[config.mk]
export PLATFORM = sky130hd
export DESIGN_NAME = neighbor_presence_tracker
export DESIGN_NICKNAME = d
export VERILOG_FILES = /design/src/rtl/core/npt_pkg.sv /design/src/rtl/core/npt_ram.sv /design/src/rtl/core/npt_store.sv /design/src/rtl/core/neighbor_presence_tracker.sv
export SDC_FILE = /design/constraint.sdc
export NUM_CORES = 2
export LEC_CHECK = 0
export ABC_CLOCK_PERIOD_IN_PS = 21800
export BUFFER_PORTS_ARGS = -buffer_cell sky130_fd_sc_hd__buf_4
export CORE_MARGIN = 1.5
export CORE_UTILIZATION = 30
export CTS_BUF_LIST = sky130_fd_sc_hd__clkbuf_4
export CTS_CLUSTER_SIZE = 25
export DETAILED_ROUTE_END_ITERATION = 12
export PLACE_DENSITY = 0.41
export SKIP_LAST_GASP = 1
export SYNTH_ARGS = -nofsm -noshare
export SYNTH_HDL_FRONTEND = slang
export SYNTH_SLANG_ARGS = --single-unit
[constraint.sdc]
create_clock -name i_clk -period 21.8 [get_ports i_clk]
set_clock_uncertainty 0.15 [all_clocks]
set_input_delay 4.36 -clock i_clk [delete_from_list [all_inputs] [get_ports i_clk]]
set_output_delay 4.36 -clock i_clk [all_outputs]
set_load 0.01 [all_outputs]
[src/rtl/core/npt_pkg.sv]
// Package for the neighbor presence tracker: sizes, command codes,
// store entry and request types, slot reduction helper.
// No dependencies.
package npt_pkg;

    localparam int NODE_COUNT   = 256;
    localparam int WINDOW_SLOTS = 8;

    localparam int ADDR_W = $clog2(NODE_COUNT);
    localparam int NBR_W  = $clog2(NODE_COUNT + 1);
    localparam int SLOT_W = $clog2(WINDOW_SLOTS);
    localparam int PCNT_W = 4;
    localparam int ID_W   = 8;
    localparam int RND_W  = 3;
    localparam int SEC_W  = 8;

    localparam logic [SEC_W-1:0]  SEC_RESET     = 8'd10;
    localparam logic [PCNT_W-1:0] PRESENCE_LOAD = PCNT_W'(WINDOW_SLOTS);
    localparam logic [ID_W:0]     ID_LIMIT      = (ID_W + 1)'(NODE_COUNT);
    localparam logic [ADDR_W-1:0] LAST_ADDR     = ADDR_W'(NODE_COUNT - 1);
    localparam logic [SLOT_W-1:0] LAST_SLOT     = SLOT_W'(WINDOW_SLOTS - 1);
    localparam logic [SLOT_W-1:0] SKIP_RESET    = SLOT_W'(1);

    localparam logic CMD_BEACON = 1'b0;
    localparam logic CMD_TICK   = 1'b1;

    typedef struct packed {
        logic              seen;
        logic [PCNT_W-1:0] cnt;
    } t_entry;

    typedef struct packed {
        logic              en;
        logic [ADDR_W-1:0] addr;
    } t_rd_req;

    typedef struct packed {
        logic              en;
        logic [ADDR_W-1:0] addr;
        t_entry            data;
    } t_wr_req;

    // random slot reduced into the slot range (up to four conditional subtractions)
    function automatic logic [SLOT_W-1:0] slot_mod(input logic [RND_W-1:0] rnd);
        logic [4:0] v;
        v = 5'(rnd);
        for (int k = 0; k < 4; k++) begin
            if (v >= 5'(WINDOW_SLOTS)) begin
                v = v - 5'(WINDOW_SLOTS);
            end
        end
        return SLOT_W'(v);
    endfunction

endpackage

[src/rtl/core/npt_ram.sv]
// Generic single-write, single-read RAM with registered read data.
// No dependencies.
module npt_ram #(
    parameter int WIDTH = 8,
    parameter int DEPTH = 256
) (
    input  logic                     i_clk,
    input  logic                     i_we,
    input  logic [$clog2(DEPTH)-1:0] i_waddr,
    input  logic [WIDTH-1:0]         i_wdata,
    input  logic                     i_re,
    input  logic [$clog2(DEPTH)-1:0] i_raddr,
    output logic [WIDTH-1:0]         o_rdata
);

    logic [WIDTH-1:0] r_mem [DEPTH];
    logic [WIDTH-1:0] r_rdata;

    always_ff @(posedge i_clk) begin
        if (i_we) begin
            r_mem[i_waddr] <= i_wdata;
        end
        if (i_re) begin
            r_rdata <= r_mem[i_raddr];
        end
    end

    assign o_rdata = r_rdata;

endmodule

[src/rtl/core/npt_store.sv]
// Per-node presence counter and seen bit store: RAM plus per-entry valid
// flops cleared at reset, so unwritten entries read as zero.
// Depends on npt_pkg and npt_ram.
module npt_store (
    input  logic            i_clk,
    input  logic            i_rst_n,
    input  npt_pkg::t_rd_req i_rd,
    input  npt_pkg::t_wr_req i_wr,
    output npt_pkg::t_entry  o_entry
);

    logic [npt_pkg::NODE_COUNT-1:0] r_valid;
    logic                           r_rd_valid;
    logic [$bits(npt_pkg::t_entry)-1:0] ram_rdata;

    npt_ram #(
        .WIDTH ($bits(npt_pkg::t_entry)),
        .DEPTH (npt_pkg::NODE_COUNT)
    ) u_ram (
        .i_clk   (i_clk),
        .i_we    (i_wr.en),
        .i_waddr (i_wr.addr),
        .i_wdata (i_wr.data),
        .i_re    (i_rd.en),
        .i_raddr (i_rd.addr),
        .o_rdata (ram_rdata)
    );

    always_ff @(posedge i_clk) begin
        if (!i_rst_n) begin
            r_valid    <= '0;
            r_rd_valid <= 1'b0;
        end else begin
            if (i_wr.en) begin
                r_valid[i_wr.addr] <= 1'b1;
            end
            if (i_rd.en) begin
                r_rd_valid <= r_valid[i_rd.addr];
            end
        end
    end

    assign o_entry = r_rd_valid ? npt_pkg::t_entry'(ram_rdata) : '0;

endmodule

[src/rtl/core/neighbor_presence_tracker.sv]
// Top level of the neighbor presence tracker: command sequencer, window
// timer, slot logic and the shared counter scan over the presence store.
// Depends on npt_pkg and npt_store.
//
//  channel  | handshake            | beat contents
//  ---------+----------------------+-------------------------------------------
//  command  | start, busy          | i_cmd, i_badge_id, i_random_slot
//  result   | o_strobe (one cycle) | o_newly_met, o_window_end, o_nbr_total,
//           |                      | o_beacon_request, o_radio_restart
//  config   | i_cfg_valid, o_cfg_ready | i_cfg_wdata (window length in seconds)
//
// Beacon: busy during the store read (ST_BCN); result strobe as busy drops.
// Tick without window end: result strobe the cycle after accept, not busy.
// Window end: busy while the scan walks the store, one store entry per cycle
// through the decrement/count unit; the result strobe is registered from the
// last store entry of the scan.
// Reset clears the store valid bits at once; results cannot be stalled.
module neighbor_presence_tracker (
    input  logic                          i_clk,
    input  logic                          i_rst_n,
    input  logic                          start,
    output logic                          busy,
    input  logic                          i_cmd,
    input  logic [npt_pkg::ID_W-1:0]      i_badge_id,
    input  logic [npt_pkg::RND_W-1:0]     i_random_slot,
    output logic                          o_strobe,
    output logic                          o_newly_met,
    output logic                          o_window_end,
    output logic [npt_pkg::NBR_W-1:0]     o_nbr_total,
    output logic                          o_beacon_request,
    output logic                          o_radio_restart,
    input  logic                          i_cfg_valid,
    output logic                          o_cfg_ready,
    input  logic [npt_pkg::SEC_W-1:0]     i_cfg_wdata
);

    localparam logic [1:0] ST_IDLE = 2'd0;
    localparam logic [1:0] ST_BCN  = 2'd1;
    localparam logic [1:0] ST_SCAN = 2'd2;

    logic [1:0]                      r_state, n_state;
    logic [npt_pkg::SEC_W-1:0]       r_secs, n_secs;
    logic [npt_pkg::SEC_W-1:0]       r_win_len;
    logic [npt_pkg::SLOT_W-1:0]      r_slot, n_slot;
    logic [npt_pkg::SLOT_W-1:0]      r_skip, n_skip;
    logic [npt_pkg::NBR_W-1:0]       r_last_count, n_last_count;
    logic [npt_pkg::NBR_W-1:0]       r_count, n_count;
    logic [npt_pkg::ADDR_W-1:0]      r_daddr, n_daddr;
    logic [npt_pkg::ADDR_W-1:0]      r_bcn_addr, n_bcn_addr;
    logic [npt_pkg::RND_W-1:0]       r_rnd, n_rnd;
    logic                            r_breq, n_breq;
    logic                            r_strobe, n_strobe;
    logic                            r_met, n_met;
    logic                            r_wend, n_wend;
    logic                            r_breq_o, n_breq_o;
    logic                            r_rrst, n_rrst;

    npt_pkg::t_rd_req                rd;
    npt_pkg::t_wr_req                wr;
    npt_pkg::t_entry                 entry;

    logic [npt_pkg::SEC_W-1:0]       secs_dec;
    logic                            live;
    logic [npt_pkg::NBR_W-1:0]       cnt_sum;

    npt_store u_store (
        .i_clk   (i_clk),
        .i_rst_n (i_rst_n),
        .i_rd    (rd),
        .i_wr    (wr),
        .o_entry (entry)
    );

    assign secs_dec = r_secs - 1'b1;
    assign live     = (entry.cnt != '0);
    assign cnt_sum  = r_count + npt_pkg::NBR_W'(live);

    always_comb begin
        n_state      = r_state;
        n_secs       = r_secs;
        n_slot       = r_slot;
        n_skip       = r_skip;
        n_last_count = r_last_count;
        n_count      = r_count;
        n_daddr      = r_daddr;
        n_bcn_addr   = r_bcn_addr;
        n_rnd        = r_rnd;
        n_breq       = r_breq;
        n_strobe     = 1'b0;
        n_met        = 1'b0;
        n_wend       = 1'b0;
        n_breq_o     = 1'b0;
        n_rrst       = 1'b0;
        rd           = '0;
        wr           = '0;
        case (r_state)
            ST_IDLE: begin
                if (start) begin
                    if (i_cmd == npt_pkg::CMD_BEACON) begin
                        if ({1'b0, i_badge_id} < npt_pkg::ID_LIMIT) begin
                            rd.en      = 1'b1;
                            rd.addr    = npt_pkg::ADDR_W'(i_badge_id);
                            n_bcn_addr = npt_pkg::ADDR_W'(i_badge_id);
                            n_state    = ST_BCN;
                        end else begin
                            n_strobe = 1'b1;
                        end
                    end else begin
                        n_secs = secs_dec;
                        if (secs_dec == '0) begin
                            n_secs  = r_win_len;
                            n_breq  = (r_skip != r_slot);
                            n_rnd   = i_random_slot;
                            n_count = '0;
                            n_daddr = '0;
                            rd.en   = 1'b1;
                            rd.addr = '0;
                            n_state = ST_SCAN;
                        end else begin
                            n_strobe = 1'b1;
                        end
                    end
                end
            end
            ST_BCN: begin
                wr.en        = 1'b1;
                wr.addr      = r_bcn_addr;
                wr.data.seen = 1'b1;
                wr.data.cnt  = npt_pkg::PRESENCE_LOAD;
                n_met        = !entry.seen;
                n_strobe     = 1'b1;
                n_state      = ST_IDLE;
            end
            ST_SCAN: begin
                wr.en        = live;
                wr.addr      = r_daddr;
                wr.data.seen = entry.seen;
                wr.data.cnt  = entry.cnt - 1'b1;
                if (r_daddr == npt_pkg::LAST_ADDR) begin
                    n_last_count = cnt_sum;
                    n_wend       = 1'b1;
                    n_breq_o     = r_breq;
                    n_strobe     = 1'b1;
                    n_state      = ST_IDLE;
                    if (r_slot == npt_pkg::LAST_SLOT) begin
                        n_slot = '0;
                        n_skip = npt_pkg::slot_mod(r_rnd);
                        n_rrst = (cnt_sum == '0);
                    end else begin
                        n_slot = r_slot + 1'b1;
                    end
                end else begin
                    rd.en   = 1'b1;
                    rd.addr = r_daddr + 1'b1;
                    n_daddr = r_daddr + 1'b1;
                    n_count = cnt_sum;
                end
            end
            default: begin
                n_state = ST_IDLE;
            end
        endcase
    end

    always_ff @(posedge i_clk) begin
        if (!i_rst_n) begin
            r_state      <= ST_IDLE;
            r_secs       <= npt_pkg::SEC_RESET;
            r_win_len    <= npt_pkg::SEC_RESET;
            r_slot       <= '0;
            r_skip       <= npt_pkg::SKIP_RESET;
            r_last_count <= '0;
            r_strobe     <= 1'b0;
            r_met        <= 1'b0;
            r_wend       <= 1'b0;
            r_breq_o     <= 1'b0;
            r_rrst       <= 1'b0;
        end else begin
            r_state      <= n_state;
            r_secs       <= n_secs;
            r_slot       <= n_slot;
            r_skip       <= n_skip;
            r_last_count <= n_last_count;
            r_strobe     <= n_strobe;
            r_met        <= n_met;
            r_wend       <= n_wend;
            r_breq_o     <= n_breq_o;
            r_rrst       <= n_rrst;
            if (i_cfg_valid) begin
                r_win_len <= i_cfg_wdata;
            end
        end
    end

    always_ff @(posedge i_clk) begin
        r_count    <= n_count;
        r_daddr    <= n_daddr;
        r_bcn_addr <= n_bcn_addr;
        r_rnd      <= n_rnd;
        r_breq     <= n_breq;
    end

    assign busy             = (r_state != ST_IDLE);
    assign o_cfg_ready      = 1'b1;
    assign o_strobe         = r_strobe;
    assign o_newly_met      = r_met;
    assign o_window_end     = r_wend;
    assign o_nbr_total      = r_last_count;
    assign o_beacon_request = r_breq_o;
    assign o_radio_restart  = r_rrst;

    a_scan_done: assert property (@(posedge i_clk) disable iff (!i_rst_n)
        (r_state == ST_SCAN && r_daddr == npt_pkg::LAST_ADDR)
        |=> (o_strobe && o_window_end && !busy))
        else $error("scan end without window-end result");

    a_restart_empty: assert property (@(posedge i_clk) disable iff (!i_rst_n)
        (o_strobe && o_radio_restart) |-> (o_window_end && o_nbr_total == '0))
        else $error("radio restart with neighbors or outside window end");

    a_met_not_tick: assert property (@(posedge i_clk) disable iff (!i_rst_n)
        (o_strobe && o_newly_met) |-> !o_window_end)
        else $error("newly_met on a window-end beat");

    a_breq_wend: assert property (@(posedge i_clk) disable iff (!i_rst_n)
        (o_strobe && o_beacon_request) |-> o_window_end)
        else $error("beacon request outside window end");

    a_bcn_done: assert property (@(posedge i_clk) disable iff (!i_rst_n)
        (r_state == ST_BCN) |=> (o_strobe && !busy))
        else $error("beacon lookup did not complete");

endmodule
After elaboration in Yosys (flattened, before gate mapping)

Memory sizes are Yosys's and may differ from the RTL's. A register that Yosys moved wholly into a read port is not among the register bits.
Index checks and enable logic that the tools add are counted.

Register bits after elaboration: 324
RAM bits: 1,280
Input bits: 24
Output and inout port bits: 16
Word-level logic and storage cells: 94
Memories: 1

Memories:

| memory              | words | bits a word | read ports | clocked after memory_dff | wr ports | line          | text |
|---|---|---|---|---|---|---|---|
| u_store.u_ram.r_mem | 256   | 5           | 1          | 1                        | 1        | npt_ram.sv:16 | `logic [WIDTH-1:0] r_mem [DEPTH];` |

$add $sub $neg: 5
Order comparisons: 3
Eq/ne operators: 11
Mux-type cells: 35
Bitwise logic cells: 2
Reduce and logical (&&, ||, !) cells: 19

Operators by type and width:

| kind                                                        | number |
|---|---|
| OR 256 bit                                                  | 1 |
| two-way mux 9 bit                                           | 8 |
| two-way mux 8 bit                                           | 5 |
| one-hot mux 9 bit (2 select lines)                          | 2 |
| one-hot mux 14 bit (2 select lines)                         | 1 |
| less-than comparator 8 x 9 -> 1 bit (second input constant) | 2 |
| one-hot mux 8 bit (2 select lines)                          | 1 |
| AND reduction 3 bit                                         | 5 |
| inequality test 2 bit (second input constant)               | 5 |
| adder 9 x 1 -> 9 bit                                        | 1 |
| zero test 9 bit                                             | 1 |
| adder 8 x 1 -> 8 bit (second input constant)                | 1 |
| binary-select mux 1 bit (select 8 bit)                      | 1 |
| demux 1 bit (select 8 bit)                                  | 1 |
| == test 8 bit (second input constant)                       | 1 |
| >= comparator 8 x 1 -> 1 bit (second input constant)        | 1 |
| zero test 8 bit                                             | 1 |
| two-way mux 1 bit                                           | 8 |
| two-way mux 2 bit                                           | 4 |
| AND reduction 4 bit                                         | 2 |
| subtractor 8 x 1 -> 8 bit (second input constant)           | 1 |
| AND reduction 2 bit                                         | 3 |
| two-way mux 5 bit                                           | 1 |
| AND reduction 5 bit                                         | 1 |
| 16 further kinds                                            | 17 |

Longest topological paths before layout

Depth after elaboration: 8
Mapped depth: 18
Gate-level depth less buffers: 11

Hierarchy

A second synthesis with hierarchy kept.

Cell total of the unflattened synthesis: 3,974
Area total of the unflattened synthesis: 64,939.8 um^2

Modules (own cells, without submodules):

| module                    | instances | cells an instance | area an instance (um^2) | sequential area each (um^2) |
|---|---|---|---|---|
| npt_ram                   | 1         | 2,497             | 50,334.5                | 38,587.0 |
| npt_store                 | 1         | 1,136             | 11,233.3                | 5,144.9 |
| neighbor_presence_tracker | 1         | 341               | 3,372.0                 | 1,631.6 |

Least setup slack after synthesis

No wires, ideal clock.

Path type: register to register
From: register r_state[0]
To: memory u_store.u_ram.r_mem[0][4] in the netlist's numbering (data pin)
Library setup time: 1.457 ns
Arrival time: 7.736 ns
Required time: 20.193 ns
Path slack: 12.457 ns
Stages on the path, launching flop included: 8
Buffers on the path: 3
Clock period less this slack: 9.343 ns
Path through: dfxtp_1 inv_1 ha_1 clkbuf_1 clkbuf_1 clkbuf_1 a31oi_1 nor2b_1

RTL lines:

| what                     | line                             | text |
|---|---|---|
| start: declaration       | neighbor_presence_tracker.sv:41  | `logic [1:0] r_state, n_state;` |
| start signal: assignment | neighbor_presence_tracker.sv:179 | `r_state <= n_state;` |
| end: declaration         | npt_ram.sv:16                    |  |

Worst setup path in the final report

From: input port start
To: register u_store.u_ram.r_rdata[1] (netlist: u_store.u_ram.o_rdata[1]), read port of u_store.u_ram.r_mem (data pin)

Longest elaborated chain between the ends: 2

RTL lines:

| what                               | line                            | text |
|---|---|---|
| start: declaration                 | neighbor_presence_tracker.sv:21 | `input logic start,` |
| two-way mux 9 bit                  | neighbor_presence_tracker.sv:98 | `if (start) begin` |
| one-hot mux 9 bit (2 select lines) | neighbor_presence_tracker.sv:96 | `case (r_state)` |
| end: declaration                   | npt_ram.sv:17                   | `logic [WIDTH-1:0] r_rdata;` |

Every way passes these cells.
A chain may end at the register's enable or synchronous reset.

==> impl_metrics.tcl <==
set metrics [dict create \
    synth_area_leader_cell "edfxtp_1" \
    slew-limit-headroom_pct 2.99 \
    cts_buffers 453 \
    holdPathStages 2 \
    crit_slowest_cell "buf_4" \
    postSynthCellCount 5064 \
    drc 0 \
    synth-edff-count 1314 \
    initial_core_util_pct 30.2 \
    finalHoldViolCount 0 \
    finish.utilization_pct 34.5 \
    drive_gt1_share_pct 18.2 \
    cts_buffer_depth 4 \
    finalSetupTns_ps 0 \
    cp-start-kind "input pin" \
    finalSetupViolCount 0 \
    yosysSeqAreaShare_pct 69.9 \
    synth.ff_latch_count 1609 \
    yosys.area_share.simple_pct 15.1 \
    vias_per_cell 5.04 \
    die_area_um2 219000 \
    path_cells "buf_4 > and3b_2 > nand2_2 > and2_4 > buf_4 > buf_4 > buf_4 > mux4_1 > mux2i_1 > o22ai_1 > o21ai_0 > nand2_1 > or4b_1" \
    postCtsHoldBufs 0 \
    area.growth.synth_to_final_pct 14.1 \
    cp-end-kind "register" \
    cts.clk_slew.worst_paths_ps 70 \
    die_x_um 468 \
    layout_common_cells "edfxtp_1, nand2_1, clkbuf_4" \
    track_usage_pct 19.6 \
    yosysWarnings 0 \
    irDropWorstVdd_mv 0.0448 \
    synth.mux.area_fraction_pct 5.37 \
    nFillCells 21400 \
    hp-class "reg2reg" \
    ys.flop_type "edfxtp_1" \
    p_leak_uw 0.0250 \
    async_flop_share_pct 0 \
    io_buffer_count 38 \
    rsz0062_at_grt "no" \
    grt_max_degree 197 \
    antenna_found_initial 15 \
    max_freq_ghz 0.110 \
    maxCapViolCount 0 \
    final_common_cell "edfxtp_1" \
    slowest_delay_ps 900 \
    path_max_fanout 64 \
    overflow 0 \
    synth_fp_nets 5101 \
    ioPinCount 40 \
    postRouteAntennaNets 0 \
    cp.depth 13 \
    grt_pass1_wl_mm 311 \
    synth_compound_area_share_pct 6.44 \
    cp_common_cell "buf_4" \
    worstMarginPinSlew_ps 1440 \
    vias 42900 \
    rows 170 \
    power_density_nw_per_um2 89.3 \
    yosys-top-cells-area "edfxtp_1, dfxtp_1, nand2_1, nand3_1, mux4_2" \
    clock_sinks 1609 \
    worst-path-buf-inv 4 \
    finalCriticalPeriod_ps 9100 \
    htreeDepth 5 \
    postCtsSetupRepairBufs 0 \
    critPathTopFamily "buffers and inverters" \
    dp_hpwl_mm 126 \
    cts_resized 0 \
    wirelength_mm 216 \
    reg2reg_depth 14 \
    coreArea_um2 215000 \
    dr.pass1.iters 5 \
    grt_pass1_vias 42600 \
    finalCritPeriodShare_pct 41.7 \
    die_h_um 468 \
    drt_iter0_drc 3672 \
    synth_top_family_by_area "simple AND/OR/NAND/NOR gates" \
    syn_avg_cell_area_um2 12.8 \
    gp_congestion 0.807 \
    layout.nets 5346 \
    cp_data_arrival_time_ps 10030 \
    synth-xor-area-share_pct 0.216 \
    clock_latency_ps 1370 \
    slew_violations 0 \
    synth_adder_area_share_pct 0.251 \
    status "complete, no violations" \
    worstPathRequired_ps 22740 \
    worstSetupPathType "in2reg" \
    cts-root-buf "clkbuf_4" \
    synth.distinct_cells 75 \
    tritoncts "built" \
    wl_per_cell_um 25.4 \
    synthesis.area_um2 64900 \
    synth_top_area_share_pct 60.8 \
]
[path summary, 6_finish.rpt]
| kind | startpoint | to | slack [ps] |
|---|---|---|---|
| hold reg to reg | r_win_len[6] | r_secs[6] | 310 |
| setup / recovery | start | u_store.u_ram.o_rdata[1] | 12700 |
| hold / removal | r_win_len[6] | r_secs[6] | 310 |
| setup reg to reg | r_state[0] | u_store.u_ram.o_rdata[1] | 15050 |
[Yosys cell counts, types with 9 or more instances]
cell and number:
a211oi_1 22, mux2i_1 99, buf_4 22, a31oi_1 16
a22oi_1 12, nand3_1 713, nor4_1 12, a21boi_0 15
mux4_2 101, nor3_1 19, nor2b_1 17, a22o_1 15
nand4_1 33, buf_2 123, o21ai_0 40, inv_1 9
a311oi_1 21, a21oi_1 121, xnor2_1 9, and2_1 16
nand2_1 1098, and3_1 31, ha_1 13, clkbuf_1 140
o22ai_1 19, nor2_1 295, edfxtp_1 1314, o21a_1 262
buf_1 42, dfxtp_1 295
[tightest hold or removal path, cell delays in order, from the launching register on]
cell and delay [ps]:
dfxtp_1 310, nand2_1 60, a21oi_1 50
[state kept, by name, summed over array words and instances (netlist names), 2 cells and up]
signal                 count
u_store.u_ram.r_mem     1280
u_store.r_valid          256
o_nbr_total                9
r_count                    9
r_bcn_addr                 8
r_daddr                    8
r_secs                     8
r_win_len                  8
u_store.u_ram.o_rdata      5
r_rnd                      3
r_skip                     3
r_slot                     3
r_state                    2
[metrics by stage]
stage | instances | hold WS (ps) | total power [uW] | area (um^2) | worst slack (ps)
after floorplan | 5064 | 277 | 3640 | 64900 | 12460
after global placement | 7690 | 290 | 3800 | 68000 | 11070
after detailed placement | 7692 | 295 | 3800 | 68000 | 11140
after CTS | 8519 | 309 | 6710 | 74100 | 12710
after global routing | 8522 | 325 | 6900 | 74100 | 12490
final | 8524 | 306 | 6620 | 74100 | 12700
[per-layer routing]
metal | track usage (%) | up-vias | wire [um]
met5 | 0 | - | 34
met4 | 6.38 | 6 | 5660
met3 | 3.65 | 339 | 12200
met2 | 30.6 | 1350 | 99600
met1 | 27.3 | 21800 | 98700
li1 | - | 19400 | -
[area by class of cell]
| type | instances | area [um^2] | area share (%) |
|---|---|---|---|
| diodes | 5 | 12.5 | 0.0169 |
| clock buffers | 742 | 5570 | 7.52 |
| clock inverters | 85 | 459 | 0.620 |
| inverters | 9 | 33.8 | 0.0456 |
| multi-input cells | 3103 | 17900 | 24.2 |
| flip-flops and latches | 1609 | 45400 | 61.2 |
| well taps | 2838 | 3550 | 4.79 |
| repair buffers | 133 | 1130 | 1.53 |
[cell families after synthesis]
kind of cell	count (synthesis)
flops	1609
fa+ha+maj	13
mux	209
simple gates	2265
other cells	1
compound gates	599
xor+xnor	16
buf+inv	352
[where the power goes]
group          internal, uW  switching [uW]  total, uW  leakage (uW)
Clock                  1580            1300       2890       0.00363
Sequential             3310            6.89       3310        0.0139
Combinational           114             304        417       0.00748
No activity file was read; power rests on OpenSTA's default activity.
